File: config.mk
export PLATFORM = sky130hd
export DESIGN_NAME = touch_swipe_gesture_classifier
export DESIGN_NICKNAME = d
export VERILOG_FILES = /design/src/design/tsg_pkg.sv /design/src/design/tsg_scale.sv /design/src/design/tsg_classify.sv /design/src/design/touch_swipe_gesture_classifier.sv
export VERILOG_INCLUDE_DIRS = /design/src /design/src/design
export SDC_FILE = /design/constraint.sdc
export NUM_CORES = 1
export LEC_CHECK = 0
export BUFFER_PORTS_ARGS = -buffer_cell sky130_fd_sc_hd__buf_2
export CORE_ASPECT_RATIO = 1.1
export CORE_UTILIZATION = 30
export DETAILED_ROUTE_END_ITERATION = 8
export HOLD_SLACK_MARGIN = 0.02
export SYNTH_ARGS = -nofsm -noshare
export SYNTH_HDL_FRONTEND = slang
export SYNTH_SLANG_ARGS = --single-unit
File: constraint.sdc
create_clock -name clk -period 6.2 [get_ports clk]
set_input_delay 0.31 -clock clk [delete_from_list [all_inputs] [get_ports clk]]
set_output_delay 0.31 -clock clk [all_outputs]
set_load 0.01 [all_outputs]
File: src/design/touch_swipe_gesture_classifier_macros.svh
// ----------------------------------------------------------------------------
// Touch swipe gesture classifier: assertion macros
// Clocked, reset-gated property checks used by the top-level design file.
// ----------------------------------------------------------------------------
`ifndef TOUCH_SWIPE_GESTURE_CLASSIFIER_MACROS_SVH
`define TOUCH_SWIPE_GESTURE_CLASSIFIER_MACROS_SVH

// Same-cycle implication: cons must hold whenever ante holds.
`define TSG_ASSERT_IMP(name, clk, rst_n, ante, cons, msg) \
  name: assert property (@(posedge clk) disable iff (!rst_n) (ante) |-> (cons)) \
    else $error(msg);

// Next-cycle implication: cons must hold in the cycle after ante.
`define TSG_ASSERT_NXT(name, clk, rst_n, ante, cons, msg) \
  name: assert property (@(posedge clk) disable iff (!rst_n) (ante) |=> (cons)) \
    else $error(msg);

`endif

File: src/design/tsg_pkg.sv
// ----------------------------------------------------------------------------
// tsg_pkg
// Shared types, event codes, register indexes and scaling constants.
// ----------------------------------------------------------------------------
`default_nettype none

package tsg_pkg;

  localparam int COORD_W    = 12;
  localparam int EV_TYPE_W  = 5;
  localparam int EV_CODE_W  = 10;
  localparam int EV_VALUE_W = 12;
  localparam int CFG_IDX_W  = 3;
  localparam int RAW_BITS_DEF = 12;

  // Event decode
  localparam logic [EV_TYPE_W-1:0] EVT_KEY   = 5'd1;
  localparam logic [EV_TYPE_W-1:0] EVT_ABS   = 5'd3;
  localparam logic [EV_CODE_W-1:0] AXIS_X    = 10'd0;
  localparam logic [EV_CODE_W-1:0] AXIS_Y    = 10'd1;
  localparam logic [EV_CODE_W-1:0] KEY_TOUCH = 10'd330;

  // x * 800 / 1024: multiply, then shift
  localparam logic [9:0] X_SCALE_NUM   = 10'd800;
  localparam int         X_SCALE_SHIFT = 10;
  // y * 480 / 600 == (y * 4) / 5; divide by 5 through reciprocal 52429 / 2^18,
  // exact for dividends below 2^16
  localparam int          Y_PRE_SHIFT   = 2;
  localparam logic [15:0] Y_RECIP       = 16'd52429;
  localparam int          Y_RECIP_SHIFT = 18;

  // Configuration register indexes
  localparam logic [CFG_IDX_W-1:0] CFG_BUTTON_LEFT     = 3'd0;
  localparam logic [CFG_IDX_W-1:0] CFG_BUTTON_RIGHT    = 3'd1;
  localparam logic [CFG_IDX_W-1:0] CFG_EXIT_BOTTOM     = 3'd2;
  localparam logic [CFG_IDX_W-1:0] CFG_AUTO_BOTTOM     = 3'd3;
  localparam logic [CFG_IDX_W-1:0] CFG_SWIPE_THRESHOLD = 3'd4;

  localparam logic [COORD_W-1:0] RST_BUTTON_LEFT     = 12'd700;
  localparam logic [COORD_W-1:0] RST_BUTTON_RIGHT    = 12'd800;
  localparam logic [COORD_W-1:0] RST_EXIT_BOTTOM     = 12'd100;
  localparam logic [COORD_W-1:0] RST_AUTO_BOTTOM     = 12'd200;
  localparam logic [COORD_W-1:0] RST_SWIPE_THRESHOLD = 12'd20;

  typedef enum logic [2:0] {
    GST_EXIT  = 3'd0,
    GST_AUTO  = 3'd1,
    GST_RIGHT = 3'd2,
    GST_LEFT  = 3'd3,
    GST_DOWN  = 3'd4,
    GST_UP    = 3'd5,
    GST_OTHER = 3'd6
  } gesture_t;

  typedef struct packed {
    logic [COORD_W-1:0] button_left;
    logic [COORD_W-1:0] button_right;
    logic [COORD_W-1:0] exit_bottom;
    logic [COORD_W-1:0] auto_bottom;
    logic [COORD_W-1:0] swipe_threshold;
  } cfg_t;

  typedef struct packed {
    logic [COORD_W-1:0] first_x;
    logic [COORD_W-1:0] first_y;
    logic [COORD_W-1:0] last_x;
    logic [COORD_W-1:0] last_y;
    logic               seen_x;
    logic               seen_y;
  } touch_t;

endpackage

`default_nettype wire

File: src/design/tsg_scale.sv
// ----------------------------------------------------------------------------
// tsg_scale
// Masks the raw axis value and scales it to screen x and y coordinates.
// ----------------------------------------------------------------------------
`default_nettype none

module tsg_scale
  import tsg_pkg::*;
#(
  parameter int RAW_BITS = RAW_BITS_DEF
) (
  input  wire logic [EV_VALUE_W-1:0] ev_value,
  output logic      [COORD_W-1:0]    scaled_x,
  output logic      [COORD_W-1:0]    scaled_y,
  output logic                       raw_zero
);

  localparam logic [EV_VALUE_W-1:0] RAW_MASK =
    (RAW_BITS >= EV_VALUE_W) ? {EV_VALUE_W{1'b1}}
                             : EV_VALUE_W'((1 << RAW_BITS) - 1);
  localparam int XP_W = EV_VALUE_W + 10;
  localparam int YN_W = EV_VALUE_W + Y_PRE_SHIFT;
  localparam int YP_W = YN_W + 16;

  logic [EV_VALUE_W-1:0] raw;
  logic [XP_W-1:0]       x_prod;
  logic [YN_W-1:0]       y_num;
  logic [YP_W-1:0]       y_prod;

  assign raw      = ev_value & RAW_MASK;
  assign raw_zero = (raw == '0);

  // Results stay within 12 bits for a 12-bit raw value, so no clamp is needed
  assign x_prod   = XP_W'(raw) * XP_W'(X_SCALE_NUM);
  assign scaled_x = x_prod[X_SCALE_SHIFT +: COORD_W];

  assign y_num    = {raw, {Y_PRE_SHIFT{1'b0}}};
  assign y_prod   = YP_W'(y_num) * YP_W'(Y_RECIP);
  assign scaled_y = y_prod[Y_RECIP_SHIFT +: COORD_W];

endmodule

`default_nettype wire

File: src/design/tsg_classify.sv
// ----------------------------------------------------------------------------
// tsg_classify
// Turns the latched touch start and end points into a gesture code.
// ----------------------------------------------------------------------------
`default_nettype none

module tsg_classify
  import tsg_pkg::*;
(
  input  wire touch_t   touch,
  input  wire cfg_t     cfg,
  output gesture_t      gesture
);

  logic               still;
  logic               in_col;
  logic               exit_hit;
  logic               auto_hit;
  logic signed [13:0] dx;
  logic signed [13:0] dy;
  logic signed [13:0] thr;
  logic        [13:0] ax;
  logic        [13:0] ay;

  assign still  = (touch.first_x == touch.last_x) && (touch.first_y == touch.last_y);
  assign in_col = (touch.first_x > cfg.button_left) && (touch.first_x < cfg.button_right);
  assign exit_hit = still && in_col && (touch.first_y != '0) &&
                    (touch.first_y < cfg.exit_bottom);
  assign auto_hit = still && in_col && (touch.first_y > cfg.exit_bottom) &&
                    (touch.first_y < cfg.auto_bottom);

  assign dx  = $signed({2'b00, touch.last_x}) - $signed({2'b00, touch.first_x});
  assign dy  = $signed({2'b00, touch.last_y}) - $signed({2'b00, touch.first_y});
  assign thr = $signed({2'b00, cfg.swipe_threshold});
  assign ax  = dx[13] ? 14'(-dx) : 14'(dx);
  assign ay  = dy[13] ? 14'(-dy) : 14'(dy);

  always_comb begin
    gesture = GST_OTHER;
    if (touch.seen_x && touch.seen_y) begin
      if (exit_hit) begin
        gesture = GST_EXIT;
      end else if (auto_hit) begin
        gesture = GST_AUTO;
      end else if (ax > ay) begin
        if (dx > thr) begin
          gesture = GST_RIGHT;
        end else if (dx < -thr) begin
          gesture = GST_LEFT;
        end
      end else if (ay > ax) begin
        if (dy > thr) begin
          gesture = GST_DOWN;
        end else if (dy < -thr) begin
          gesture = GST_UP;
        end
      end
    end
  end

endmodule

`default_nettype wire

File: src/design/touch_swipe_gesture_classifier.sv
// ----------------------------------------------------------------------------
// touch_swipe_gesture_classifier
// Tracks one touch from raw events and reports a gesture on release.
// ----------------------------------------------------------------------------
//  channel | direction | handshake           | payload
//  in_     | input     | in_valid / in_stall | ev_type, ev_code, ev_value
//  out_    | output    | out_valid/out_stall | gesture, start/end x and y
//  cfg_    | input     | cfg_valid/cfg_ready | cfg_index, cfg_data
//
//  An item is held in the input register and is applied to the touch state
//  as it leaves it; a release lands in the result register at that same
//  edge, so out_valid is set as the release leaves the input register.
//  One item per cycle sustained; the input stalls only while a release waits
//  in the input register behind a stalled, full result register.
//  Reset clears the touch state and loads the register defaults; cfg_ready is
//  always high.
// ----------------------------------------------------------------------------
`default_nettype none

module touch_swipe_gesture_classifier
  import tsg_pkg::*;
#(
  parameter int RAW_BITS = RAW_BITS_DEF
) (
  input  wire logic                  clk,
  input  wire logic                  rst_n,

  input  wire logic                  in_valid,
  output logic                       in_stall,
  input  wire logic [EV_TYPE_W-1:0]  in_ev_type,
  input  wire logic [EV_CODE_W-1:0]  in_ev_code,
  input  wire logic [EV_VALUE_W-1:0] in_ev_value,

  output logic                       out_valid,
  input  wire logic                  out_stall,
  output logic [2:0]                 out_gesture,
  output logic [COORD_W-1:0]         out_start_x,
  output logic [COORD_W-1:0]         out_start_y,
  output logic [COORD_W-1:0]         out_end_x,
  output logic [COORD_W-1:0]         out_end_y,

  input  wire logic                  cfg_valid,
  output logic                       cfg_ready,
  input  wire logic [CFG_IDX_W-1:0]  cfg_index,
  input  wire logic [COORD_W-1:0]    cfg_data
);

  // Input register
  logic                  s1_valid_r, s1_valid_nxt;
  logic [EV_TYPE_W-1:0]  s1_type_r;
  logic [EV_CODE_W-1:0]  s1_code_r;
  logic [EV_VALUE_W-1:0] s1_value_r;

  cfg_t     cfg_r, cfg_nxt;
  touch_t   touch_r, touch_nxt;

  logic                  out_valid_r, out_valid_nxt;
  gesture_t              out_gesture_r;
  touch_t                out_touch_r;

  logic [COORD_W-1:0]    scaled_x;
  logic [COORD_W-1:0]    scaled_y;
  logic                  raw_zero;
  gesture_t              gesture;

  logic in_accept;
  logic is_x;
  logic is_y;
  logic is_rel;
  logic out_free;
  logic s1_go;

  tsg_scale #(
    .RAW_BITS (RAW_BITS)
  ) u_scale (
    .ev_value (s1_value_r),
    .scaled_x (scaled_x),
    .scaled_y (scaled_y),
    .raw_zero (raw_zero)
  );

  tsg_classify u_classify (
    .touch   (touch_r),
    .cfg     (cfg_r),
    .gesture (gesture)
  );

  assign is_x   = (s1_type_r == EVT_ABS) && (s1_code_r == AXIS_X);
  assign is_y   = (s1_type_r == EVT_ABS) && (s1_code_r == AXIS_Y);
  assign is_rel = (s1_type_r == EVT_KEY) && (s1_code_r == KEY_TOUCH) && raw_zero;

  assign out_free  = !out_valid_r || !out_stall;
  // Only a release needs room in the result register
  assign s1_go     = s1_valid_r && (!is_rel || out_free);
  assign in_stall  = s1_valid_r && !s1_go;
  assign in_accept = in_valid && !in_stall;

  always_comb begin
    if (in_accept) begin
      s1_valid_nxt = 1'b1;
    end else if (s1_go) begin
      s1_valid_nxt = 1'b0;
    end else begin
      s1_valid_nxt = s1_valid_r;
    end
  end

  always_comb begin
    touch_nxt = touch_r;
    if (s1_go) begin
      if (is_x) begin
        if (!touch_r.seen_x) begin
          touch_nxt.first_x = scaled_x;
        end
        touch_nxt.last_x = scaled_x;
        touch_nxt.seen_x = 1'b1;
      end else if (is_y) begin
        if (!touch_r.seen_y) begin
          touch_nxt.first_y = scaled_y;
        end
        touch_nxt.last_y = scaled_y;
        touch_nxt.seen_y = 1'b1;
      end else if (is_rel) begin
        touch_nxt = '0;
      end
    end
  end

  always_comb begin
    if (s1_go && is_rel) begin
      out_valid_nxt = 1'b1;
    end else if (out_stall) begin
      out_valid_nxt = out_valid_r;
    end else begin
      out_valid_nxt = 1'b0;
    end
  end

  assign cfg_ready = 1'b1;

  always_comb begin
    cfg_nxt = cfg_r;
    if (cfg_valid && cfg_ready) begin
      case (cfg_index)
        CFG_BUTTON_LEFT:     cfg_nxt.button_left     = cfg_data;
        CFG_BUTTON_RIGHT:    cfg_nxt.button_right    = cfg_data;
        CFG_EXIT_BOTTOM:     cfg_nxt.exit_bottom     = cfg_data;
        CFG_AUTO_BOTTOM:     cfg_nxt.auto_bottom     = cfg_data;
        CFG_SWIPE_THRESHOLD: cfg_nxt.swipe_threshold = cfg_data;
        default:             cfg_nxt = cfg_r;
      endcase
    end
  end

  always_ff @(posedge clk) begin
    if (!rst_n) begin
      s1_valid_r  <= 1'b0;
      out_valid_r <= 1'b0;
      touch_r     <= '0;
      cfg_r.button_left     <= RST_BUTTON_LEFT;
      cfg_r.button_right    <= RST_BUTTON_RIGHT;
      cfg_r.exit_bottom     <= RST_EXIT_BOTTOM;
      cfg_r.auto_bottom     <= RST_AUTO_BOTTOM;
      cfg_r.swipe_threshold <= RST_SWIPE_THRESHOLD;
    end else begin
      s1_valid_r  <= s1_valid_nxt;
      out_valid_r <= out_valid_nxt;
      touch_r     <= touch_nxt;
      cfg_r       <= cfg_nxt;
    end
  end

  // Payload registers
  always_ff @(posedge clk) begin
    if (in_accept) begin
      s1_type_r  <= in_ev_type;
      s1_code_r  <= in_ev_code;
      s1_value_r <= in_ev_value;
    end
    if (s1_go && is_rel) begin
      out_gesture_r <= gesture;
      out_touch_r   <= touch_r;
    end
  end

  assign out_valid   = out_valid_r;
  assign out_gesture = out_gesture_r;
  assign out_start_x = out_touch_r.first_x;
  assign out_start_y = out_touch_r.first_y;
  assign out_end_x   = out_touch_r.last_x;
  assign out_end_y   = out_touch_r.last_y;

`include "touch_swipe_gesture_classifier_macros.svh"

  `TSG_ASSERT_NXT(a_release_clears, clk, rst_n, s1_go && is_rel,
    out_valid_r && !touch_r.seen_x && !touch_r.seen_y, "release did not clear touch")
  `TSG_ASSERT_IMP(a_tap_still, clk, rst_n,
    out_valid_r && (out_gesture_r == GST_EXIT || out_gesture_r == GST_AUTO),
    out_touch_r.first_x == out_touch_r.last_x && out_touch_r.first_y == out_touch_r.last_y,
    "tap reported for a moving touch")
  `TSG_ASSERT_IMP(a_stall_cause, clk, rst_n, in_stall,
    s1_valid_r && is_rel && out_valid_r && out_stall, "input stalled without a blocked release")
  `TSG_ASSERT_IMP(a_unseen_x_zero, clk, rst_n, !touch_r.seen_x,
    touch_r.first_x == '0 && touch_r.last_x == '0, "x point set without an x event")

endmodule

`default_nettype wire
==> results of run 1 <==
[area by class of cell]
class	count	area, sq um
tap	652	816
clock buffer	21	493
timing repair buffer	133	811
clock inverter	11	88.8
inverter	242	908
sequential	190	4580
fill	5030	32000
multi-input combinational	1143	9190
[flip-flops by register name (all words and copies together), names as in the netlist]
register and cells:
cfg_r 60, out_end_x 12, out_end_y 12, out_gesture 3, out_start_x 12, out_start_y 12, out_valid 1, s1_code_r 10
s1_type_r 5, s1_valid_r 1, s1_value_r 12, touch_r 50
[how the worst max path moves through the flow]
stage                                     to  slack [ns]
floorplan           touch_r[13]$_SDFFE_PN0P_        1.40
global placement    touch_r[13]$_SDFFE_PN0P_        0.91
detailed placement  touch_r[37]$_SDFFE_PN0P_        0.89
CTS                 touch_r[37]$_SDFFE_PN0P_        0.82
global route        touch_r[35]$_SDFFE_PN0P_        0.30
finish              touch_r[11]$_SDFFE_PN0P_        0.81
[repair_timing]
item,4_1_cts,5_1_grt
hold buffers,23,1
gates resized for setup,0,0
hold endpoints to repair,23,1
setup buffers,0,0
endpoints found under the setup margin,0,0
[stage by stage]
stage / util [%] / cells / cell area (sq um) / hold slack [ns] / setup slack [ns]
after CTS: 34.5 / 2391 / 16900 / 0.0201 / 0.823
after global placement: 32.9 / 2336 / 16100 / 0.453 / 0.905
after global routing: 34.5 / 2392 / 16900 / 0.0319 / 0.297
after detailed placement: 32.9 / 2336 / 16100 / 0.461 / 0.886
after floorplan: - / 1614 / 14800 / 0.409 / 1.40
final: 34.5 / 2392 / 16900 / 0.0459 / 0.810
[cells in the mapped netlist, drive strengths merged, types with 6 or more instances]
cell type  instances
mux2i              7
o31ai             14
xor2              33
nor3b              7
nor4              13
nor3              26
nand4             33
nand2b            13
a21o              31
ha               242
clkbuf            33
edfxtp            78
o21ai             71
o211ai            28
nor2              53
xnor2             25
dfxtp            112
fa                51
inv              242
a21oi             65
nand2            176
a2111oi            6
or3                7
and2               9
o311ai             7
buf                6
and3               8
o21a              12
a31oi              7
nand4b             6
nand3             38
nor2b             20
a21boi            64
[cell families after synthesis]
family | count (synthesis)
adders and majority gates | 293
buffers and inverters | 281
xor gates and xnor gates | 58
other | 2
DFF | 190
AOI/OAI and AO/OA | 353
and+or+nand+nor | 427
muxes | 9
[metal layers]
metal | routed length (microns) | share of wire [%] | GRT usage [%] | vias up
met5 | 0 | 0 | 0 | -
met4 | 1270 | 3.1 | 6.74 | 0
met3 | 1210 | 2.9 | 2.04 | 64
met2 | 21900 | 53 | 31.1 | 242
met1 | 17200 | 41 | 18.9 | 5749
li1 | - | - | - | 5880
[placed cells by master (no fill, tap or decap), types with 5 or more instances in the layout]
cell           instances
a211oi_1               5
xnor2_1               25
o211ai_1              28
a31oi_1                7
ha_1                 242
nor2b_1               19
dlygate4sd3_1         24
dfxtp_1              112
nand2b_1              13
nor4_1                13
nor3_1                25
nand3_1               38
fa_1                  51
edfxtp_1              78
a21o_1                31
nand4_1               33
clkbuf_16             19
and3_1                 8
nand2_1              176
nor2_1                53
nor3b_1                7
o21a_1                12
inv_1                241
a21boi_0              64
o311ai_0               5
o31ai_1               12
buf_2                 99
mux2i_1                7
o21ai_0               67
or3_1                  7
nand4b_1               6
a21oi_1               64
xor2_1                33
and2_1                 8
buf_4                 10
[worst register-to-register path, delay by kind of cell, from the launching register on]
kind,cells,cell delay (ns)
and+or+nand+nor,2,0.48
buffers and inverters,3,0.26
DFF,1,0.48
AOI/OAI and AO/OA,5,1.27
adders and majority gates,6,2.76
[power groups by stage]
| stage | logic (uW) | registers (uW) | clock network, uW |
|---|---|---|---|
| finish | 2050 | 1340 | 1120 |
| global route | 2360 | 1340 | 1190 |
| CTS | 2070 | 1340 | 1150 |
| detailed placement | 2040 | 1370 | 0 |
| global placement | 2000 | 1370 | 0 |
| floorplan | 1540 | 1360 | 0 |
==> flow_summary.toml, run 1 <==
[run_status]
status = "completed"

[hold_path]
min_from = "in_ev_value[4]"
hold_path.class = "in2reg"
hold_path_depth = 1
whs_endpoint = "s1_value_r[4]$_DFFE_PP_"

[logic_synthesis]
syn-cell-area_sq_mm = 0.0148
synth_warnings = 0
synth_top_area_share_pct = 20.4
synth-xor-area-share_pct = 3.43
synth-compound-area-share_pct = 16.5
synth.area.mux_share_pct = 0.624
synth_edf_count = 78
yosysSeqAreaShare_pct = 30.9
yosys.area_share.simple_pct = 14.0
synth_top_family_by_area = "adder cells"
ys_types = 79
synth.avg_cell_area_sq_um = 9.19
syn_inst = 1613
synthAdderAreaFrac_pct = 27.3
ys.flop_type = "dfxtp_1"
synth.area.top_cells = "ha_1 20%, edfxtp_1 16%, dfxtp_1 15%"
synth-seq-cells = 190
ys_async_sr_fraction_pct = 0
synth_area_leader_cell = "ha_1"

[worst_setup_path]
worstReg2RegStart = "s1_value_r[6]$_DFFE_PP_"
end_kind = "flip-flop"
slowest_stage = "fa_1"
rr_endpoint = "touch_r[11]$_SDFFE_PN0P_"
required_ns = 6.52
reg2reg_depth = 16
path_depth = 16
path_class = "reg2reg"
startpoint = "s1_value_r[6]$_DFFE_PP_"
cp-start-kind = "flip-flop"
critical-path-top-delay-family = "adder cells"
critPathBufInv = 3
max_stage_delay_ns = 0.58
path_common_cell = "fa_1"
reg2reg_slack_ns = 0.81
arrival_ns = 5.71
cp_max_fo = 6
path_cells = "inv_1 > ha_1 > inv_1 > fa_1 > fa_1 > fa_1 > fa_1 > inv_1 > ha_1 > a21oi_1 > o21ai_0 > a2111oi_4 > nor3_1 > o21ai_0 > nor3b_1 > o31ai_1"

[global_route]
grt-ovfl-total = 0
grt_max_degree = 104
track_usage_pct = 16.6
grt_pass1_vias = 12000
grt_antenna_before_repair = 0
grt_pass1_wl_microns = 65000

[floorplanning]
core-area_sq_mm = 0.0489
dieArea_sq_mm = 0.0503
die_y_microns = 235
io_pins = 101
die_w_microns = 214
placementRows = 85
start_util_pct = 30.3

[finish]
fin_nets = 2067
diodes = 0
area_growth_pct = 13.9
drive_above_1_share_pct = 9.25

[clock_tree]
cts_tree = "done"
htree_levels = 4
cts-root-buf = "clkbuf_16"
clock_sinks = 190
clock_path_buffers = 2
cts_made_buffers = 17
clk_latency_ns = 0.46
clk_pin_slew_ns = 0.08

[sta]
finalSetupViolCount = 0
fmax_ghz = 0.186
fin_crit_ns = 5.39
finalHoldViolations = 0
skew_ns = 0.0172
final.setup.tns_ns = 0
tightestPinTransition_ns = 1.06
rsz0062_at_grt = "no"
drv_slew = 0
finalCritPeriodShare_pct = 86.9
slew_headroom_pct = 28.1

[placement]
io_buffers = 99
routabilityCongestion = 0.936
hpwl_microns = 33700

[drt]
drc_errors = 0
viasPerCell = 4.99
drt-initial-drc-count = 674
drt-total-wl_microns = 41500
firstDrtPassIters = 5
vias = 11900
wl_per_cell_microns = 17.4
ant_nets = 0

[power]
pwr-share-comb_pct = 45.5
power_density_mw_per_mm2 = 267
power_uw = 4510
switchingPower_uw = 1780
cellInternalPower_uw = 2730
clockPowerShare_pct = 24.8
switching_share_pct = 39.4
ir_drop_v = 0.000240
seq_power_share_pct = 29.7
leakage_uw = 0.00762

[job]
drv_cap = 0
Note: power is estimated with default switching activity, not from simulation.
==> run 2: changes to the inputs <==
clock period = 6.8 ns   (was 6.2 ns; I/O delays follow)
==> run 2 against run 1 <==
- clock-buffer cell count down 3
- global-route usage is 0.15 points higher
- register-to-register slack gained 0.56 ns
- via count is 1.3% lower
- critical endpoint is now touch_r[35]$_SDFFE_PN0P_
==> flow_summary.toml, run 2 (synthesis gave the netlist of run 1 again) <==
[run_status]
status = "completed"

[placement]
placed_cells = 2334
routabilityCongestion = 0.942
hpwl_microns = 34000
io_buffers = 99

[clock_tree]
cts-root-buf = "clkbuf_16"
cts_resized = 0
cts_tree = "done"
postCtsHoldBufs = 0
clk_pin_slew_ns = 0.07
clk_latency_ns = 0.48
cts_setup_buffers = 0
clock_sinks = 190
htree_levels = 4
clock_path_buffers = 2
cts_made_buffers = 17

[floorplanning]
io_pins = 101
die_y_microns = 235
start_util_pct = 30.3
placementRows = 85
dieArea_sq_mm = 0.0503
die_w_microns = 214
core-area_sq_mm = 0.0489

[worst_setup_path]
required_ns = 7.13
path_cells = "inv_1 > ha_1 > inv_1 > fa_1 > fa_1 > fa_1 > fa_1 > inv_1 > ha_1 > a21oi_1 > o21ai_0 > a2111oi_4 > nor3_1 > o21ai_0 > nor3b_1 > o31ai_1"
arrival_ns = 5.77
path_common_cell = "fa_1"
max_stage_delay_ns = 0.58
cp-start-kind = "flip-flop"
path_class = "reg2reg"
critical-path-top-delay-family = "adder cells"
cp_max_fo = 6
end_kind = "flip-flop"
critPathBufInv = 3
slowest_stage = "fa_1"

[global_route]
grt_max_degree = 104
grt_pass1_vias = 12000
track_usage_pct = 16.8
grt_pass1_wl_microns = 65700
grt_antenna_before_repair = 0
grt-ovfl-total = 0

[sta]
fin_crit_ns = 5.43
drv_slew = 0
finalCritPeriodShare_pct = 79.9
tightestPinTransition_ns = 1.17
skew_ns = 0.0173
final.setup.tns_ns = 0
fmax_ghz = 0.184
finalSetupViolCount = 0
finalHoldViolations = 0
slew_headroom_pct = 22.3
rsz0062_at_grt = "no"

[drt]
viasPerCell = 4.98
drt-initial-drc-count = 685
wl_per_cell_microns = 17.7
firstDrtPassIters = 5
vias = 11800
drc_errors = 0
ant_nets = 0
drt-total-wl_microns = 41900

[power]
power_uw = 4160
power_density_mw_per_mm2 = 250
ir_drop_v = 0.000271
leakage_uw = 0.00752

[finish]
fin_nets = 2041
drive_above_1_share_pct = 9.33
largest_reg_flops = 60
area_growth_pct = 12.4
final_cell_mix = "242 x ha_1, 241 x inv_1, 176 x nand2_1"
layoutNonFillerInstCount = 2366
final_common_cell = "ha_1"
reg.largest.list = "cfg_r x60, touch_r x50"
largest_register = "cfg_r"
diodes = 0

[job]
drv_cap = 0

[hold_path]
hold_path.class = "in2reg"
run 2: layout make-up:
cell class,count,area [sq um]
fill,5079,32200
sequential,190,4580
clock inverter,14,164
multi-input combinational,1143,9190
timing repair buffer,107,556
clock buffer,18,450
tap,652,816
inverter,242,908
run 2: worst register-to-register path, delay by kind of cell (launching register included):
family / cells / cell delay [ns]
AOI/OAI and AO/OA: 5 / 1.24
buffers and inverters: 3 / 0.29
DFF: 1 / 0.50
and+or+nand+nor: 2 / 0.47
adders and majority gates: 6 / 2.81
run 2: path summary, 6_finish.rpt:
| check | from | endpoint | slack, ns | depth (start not counted) |
|---|---|---|---|---|
| setup / recovery | s1_value_r[6]$_DFFE_PP_ | touch_r[35]$_SDFFE_PN0P_ | 1.37 | 16 |
| hold / removal | in_ev_code[0] | s1_code_r[0]$_DFFE_PP_ | 0.04 | 1 |
| setup reg to reg | s1_value_r[6]$_DFFE_PP_ | touch_r[35]$_SDFFE_PN0P_ | 1.37 | 16 |
| hold reg to reg | cfg_r[35]$_SDFFE_PN0P_ | cfg_r[35]$_SDFFE_PN0P_ | 0.47 | 2 |
run 2: per-stage QoR:
| stage | area, sq um | hold WS (ns) | util (%) | setup slack, ns |
|---|---|---|---|---|
| after global routing | 16700 | 0.0278 | 34.1 | 1.00 |
| final | 16700 | 0.0450 | 34.1 | 1.37 |
| after CTS | 16700 | 0.0213 | 34.1 | 1.39 |
| after floorplan | 14800 | 0.430 | - | 2.00 |
| after detailed placement | 16100 | 0.452 | 32.8 | 1.45 |
| after global placement | 16100 | 0.455 | 32.8 | 1.54 |
run 2: power breakdown:
group | leakage (uW) | total (uW) | switching (uW) | internal, uW
Sequential | 0.00169 | 1220 | 20.4 | 1200
Clock | 0.000302 | 1060 | 517 | 546
Combinational | 0.00553 | 1880 | 1130 | 752
run 2: metal layers:
layer,track usage (%),part of all wire [%]
met4,6.17,2.6
met2,31.1,52
met1,19.2,41
met5,0,0
met3,2.56,3.6
==> run 3: changes to the inputs <==
ABC_AREA = 1   (was default)
clock period = 4.4 ns   (was 6.8 ns; I/O delays follow)
==> run 3 against run 2 <==
- the run now ends with DRC left
- die area rose by 6.3%
- total power rose by 100%
- sequential share of layout area fell by 3.1 points
- critical path depth rose by 1
- core utilization rose by 2.4 points
- non-clock buffer count rose by 79
- clock-buffer cell count did not move
- combinational power rose to 2.6 times the previous value
- synthesized cell count rose by 29%
- worst setup slack got worse by 1.2 ns
- global-route usage rose by 1.5 points
==> flow_summary.toml, run 3 <==
[finish]
diodes = 0
multi_input_area_sq_mm = 0.0101
largest_reg_flops = 60
ff_latch_area_sq_mm = 0.00459
final_cell_mix = "415 x nand2_1, 385 x inv_1, 215 x ha_1"
drive_above_1_share_pct = 14.7
largest_register = "cfg_r"
utilization_pct = 36.5
area_growth_pct = 19.4
final_common_cell = "nand2_1"
fin_nets = 2592
reg.largest.list = "cfg_r x60, touch_r x50"
fillers = 5357

[clock_tree]
clk_pin_slew_ns = 0.08
cts_made_buffers = 17
clock_path_buffers = 2
htree_levels = 4
clk_latency_ns = 0.50
cts-root-buf = "clkbuf_16"
cts_tree = "done"
clock_sinks = 190

[floorplanning]
start_util_pct = 30.6
dieArea_sq_mm = 0.0535
placementRows = 87
die_y_microns = 242
die_w_microns = 221
io_pins = 101
core-area_sq_mm = 0.0516

[drt]
ant_nets = 0
wl_per_cell_microns = 16.2
drt-initial-drc-count = 777
drt-total-wl_microns = 47500
drc_errors = 5
firstDrtPassIters = 7
viasPerCell = 4.82
vias = 14100

[worst_setup_path]
end_kind = "flip-flop"
reg2reg_slack_ns = 0.17
rr_endpoint = "touch_r[36]$_SDFFE_PN0P_"
worstReg2RegStart = "s1_value_r[10]$_DFFE_PP_"
reg2reg_depth = 17
cp-start-kind = "flip-flop"
startpoint = "s1_value_r[10]$_DFFE_PP_"
cp_max_fo = 4
arrival_ns = 4.67
path_class = "reg2reg"
required_ns = 4.84

[hold_path]
min_from = "cfg_data[8]"
hold_path.class = "in2reg"
hold_path_depth = 3
whs_endpoint = "cfg_r[44]$_SDFFE_PN1P_"

[logic_synthesis]
syn_inst = 2075
ys_async_sr_fraction_pct = 0
ys_types = 44
syn-cell-area_sq_mm = 0.0158
synth.avg_cell_area_sq_um = 7.60
yosysSeqAreaShare_pct = 29.1
synth-seq-cells = 190
synth_area_leader_cell = "ha_1"
synth.area.top_cells = "ha_1 19%, edfxtp_1 15%, dfxtp_1 14%"
synth_warnings = 0
ys.flop_type = "dfxtp_1"
yosysMostFrequentCell = "nand2_1"
synth_top_area_share_pct = 19.2
yosys-top-cells-count = "430 x nand2_1, 395 x inv_1, 242 x ha_1"
synth_edf_count = 78

[job]
drv_cap = 0

[power]
ir_drop_v = 0.000541
power_uw = 8430
power_density_mw_per_mm2 = 448
leakage_uw = 0.00981

[placement]
pre_cts_ws_ns = -0.0807
hpwl_microns = 38700
routabilityCongestion = 0.923
io_buffers = 99

[run_status]
status = "finished, violations left"
violations = "DRC"

[sta]
finalCritPeriodShare_pct = 96.1
finalSetupViolCount = 0
drv_slew = 0
skew_ns = 0.0173
fmax_ghz = 0.237
slew_headroom_pct = 33.4
setup_slack_ns = 0.172
final.setup.tns_ns = 0
finalHoldViolations = 0
tightestPinTransition_ns = 0.998
fin_crit_ns = 4.23

[global_route]
grt_antenna_before_repair = 0
grt-ovfl-total = 0
track_usage_pct = 18.3
grt_max_degree = 56
grt_pass1_vias = 14100
grt_pass1_wl_microns = 74700
-- run 3: cell count changes in the layout (fill, tap and decap cells not counted), moves of 25 or more --
cell,delta
a21boi_0,-64
a21o_1,-25
a21oi_1,+79
a21oi_2,+25
buf_4,+48
dlygate4sd3_1,+29
ha_1,-27
inv_1,+144
nand2_1,+239
nand3_1,+54
nor2_1,+101
-- run 3: power breakdown --
part	leakage [uW]	total, uW	internal (uW)	switching [uW]
Sequential	0.00172	1890	1860	24.4
Clock	0.000283	1570	755	816
Combinational	0.00781	4970	1970	3000
-- run 3: metrics by stage --
stage	instances	cell area, sq um	hold slack, ns
4_1_cts	2927	18300	0.0361
3_5_place_dp	2866	17400	0.398
6_report	2932	18800	0.0577
3_3_place_gp	2866	17400	0.396
2_1_floorplan	2076	15800	0.319
5_1_grt	2932	18800	0.0465
-- run 3: cells by family (layout without fill, tap and decap cells) --
logic type | after synthesis | count (layout) | share of synthesized area, %
compound gates | 325 | 325 | 11.1
xor+xnor | 30 | 30 | 1.67
fa+ha+maj | 293 | 293 | 25.7
buf+inv | 429 | 618 | 10.5
flops | 190 | 190 | 29.1
other cells | 2 | 3 | 0.0476
simple gates | 806 | 806 | 22.0
-- run 3: cell type report --
cell class                 count  area share (%)
timing repair buffer         186            6.57
clock buffer                  18            2.28
inverter                     400            8.00
tap                          667            4.43
clock inverter                14           0.777
sequential                   190            24.4
multi-input combinational   1457            53.6
-- run 3: critical path, stage by stage (launching register included) --
cell and delay, ns:
edfxtp_1 0.45, inv_2 0.08, ha_4 0.27, inv_2 0.04, fa_2 0.56, fa_1 0.44, fa_1 0.47, fa_1 0.52
inv_1 0.07, ha_4 0.24, a21o_1 0.21, nor2_2 0.14, nor2_1 0.07, o21bai_1 0.18, nand3_1 0.10, nand2_1 0.08
nand3_2 0.11, a21oi_2 0.14
-- run 3: how the worst max path moves through the flow --
stage                                to  depth (start not counted)  slack (ns)
2_1_floorplan   touch_r[6]$_SDFFE_PN0P_                         18        0.13
3_3_place_gp    touch_r[6]$_SDFFE_PN0P_                         19       -0.02
3_5_place_dp    touch_r[6]$_SDFFE_PN0P_                         18       -0.08
4_1_cts        touch_r[36]$_SDFFE_PN0P_                         17       0.004
5_1_grt         touch_r[7]$_SDFFE_PN0P_                         20       -0.07
6_report       touch_r[36]$_SDFFE_PN0P_                         17        0.17
-- run 3: repair_timing --
item / CTS / global route
setup endpoints to repair: 23 / 26
hold endpoints to repair: 29 / 0
gates resized for setup: 8 / 136
hold buffers: 29 / 0
pin swaps: 5 / 55
setup buffers: 0 / 5
-- run 3: per-layer routing --
| layer | vias to the layer above | GRT usage, % | part of all wire [%] |
|---|---|---|---|
| li1 | 7131 | - | - |
| met4 | 0 | 6.79 | 3.1 |
| met1 | 6628 | 22.5 | 44 |
| met5 | - | 0 | 0 |
| met3 | 77 | 3.31 | 4.0 |
| met2 | 309 | 31.3 | 49 |
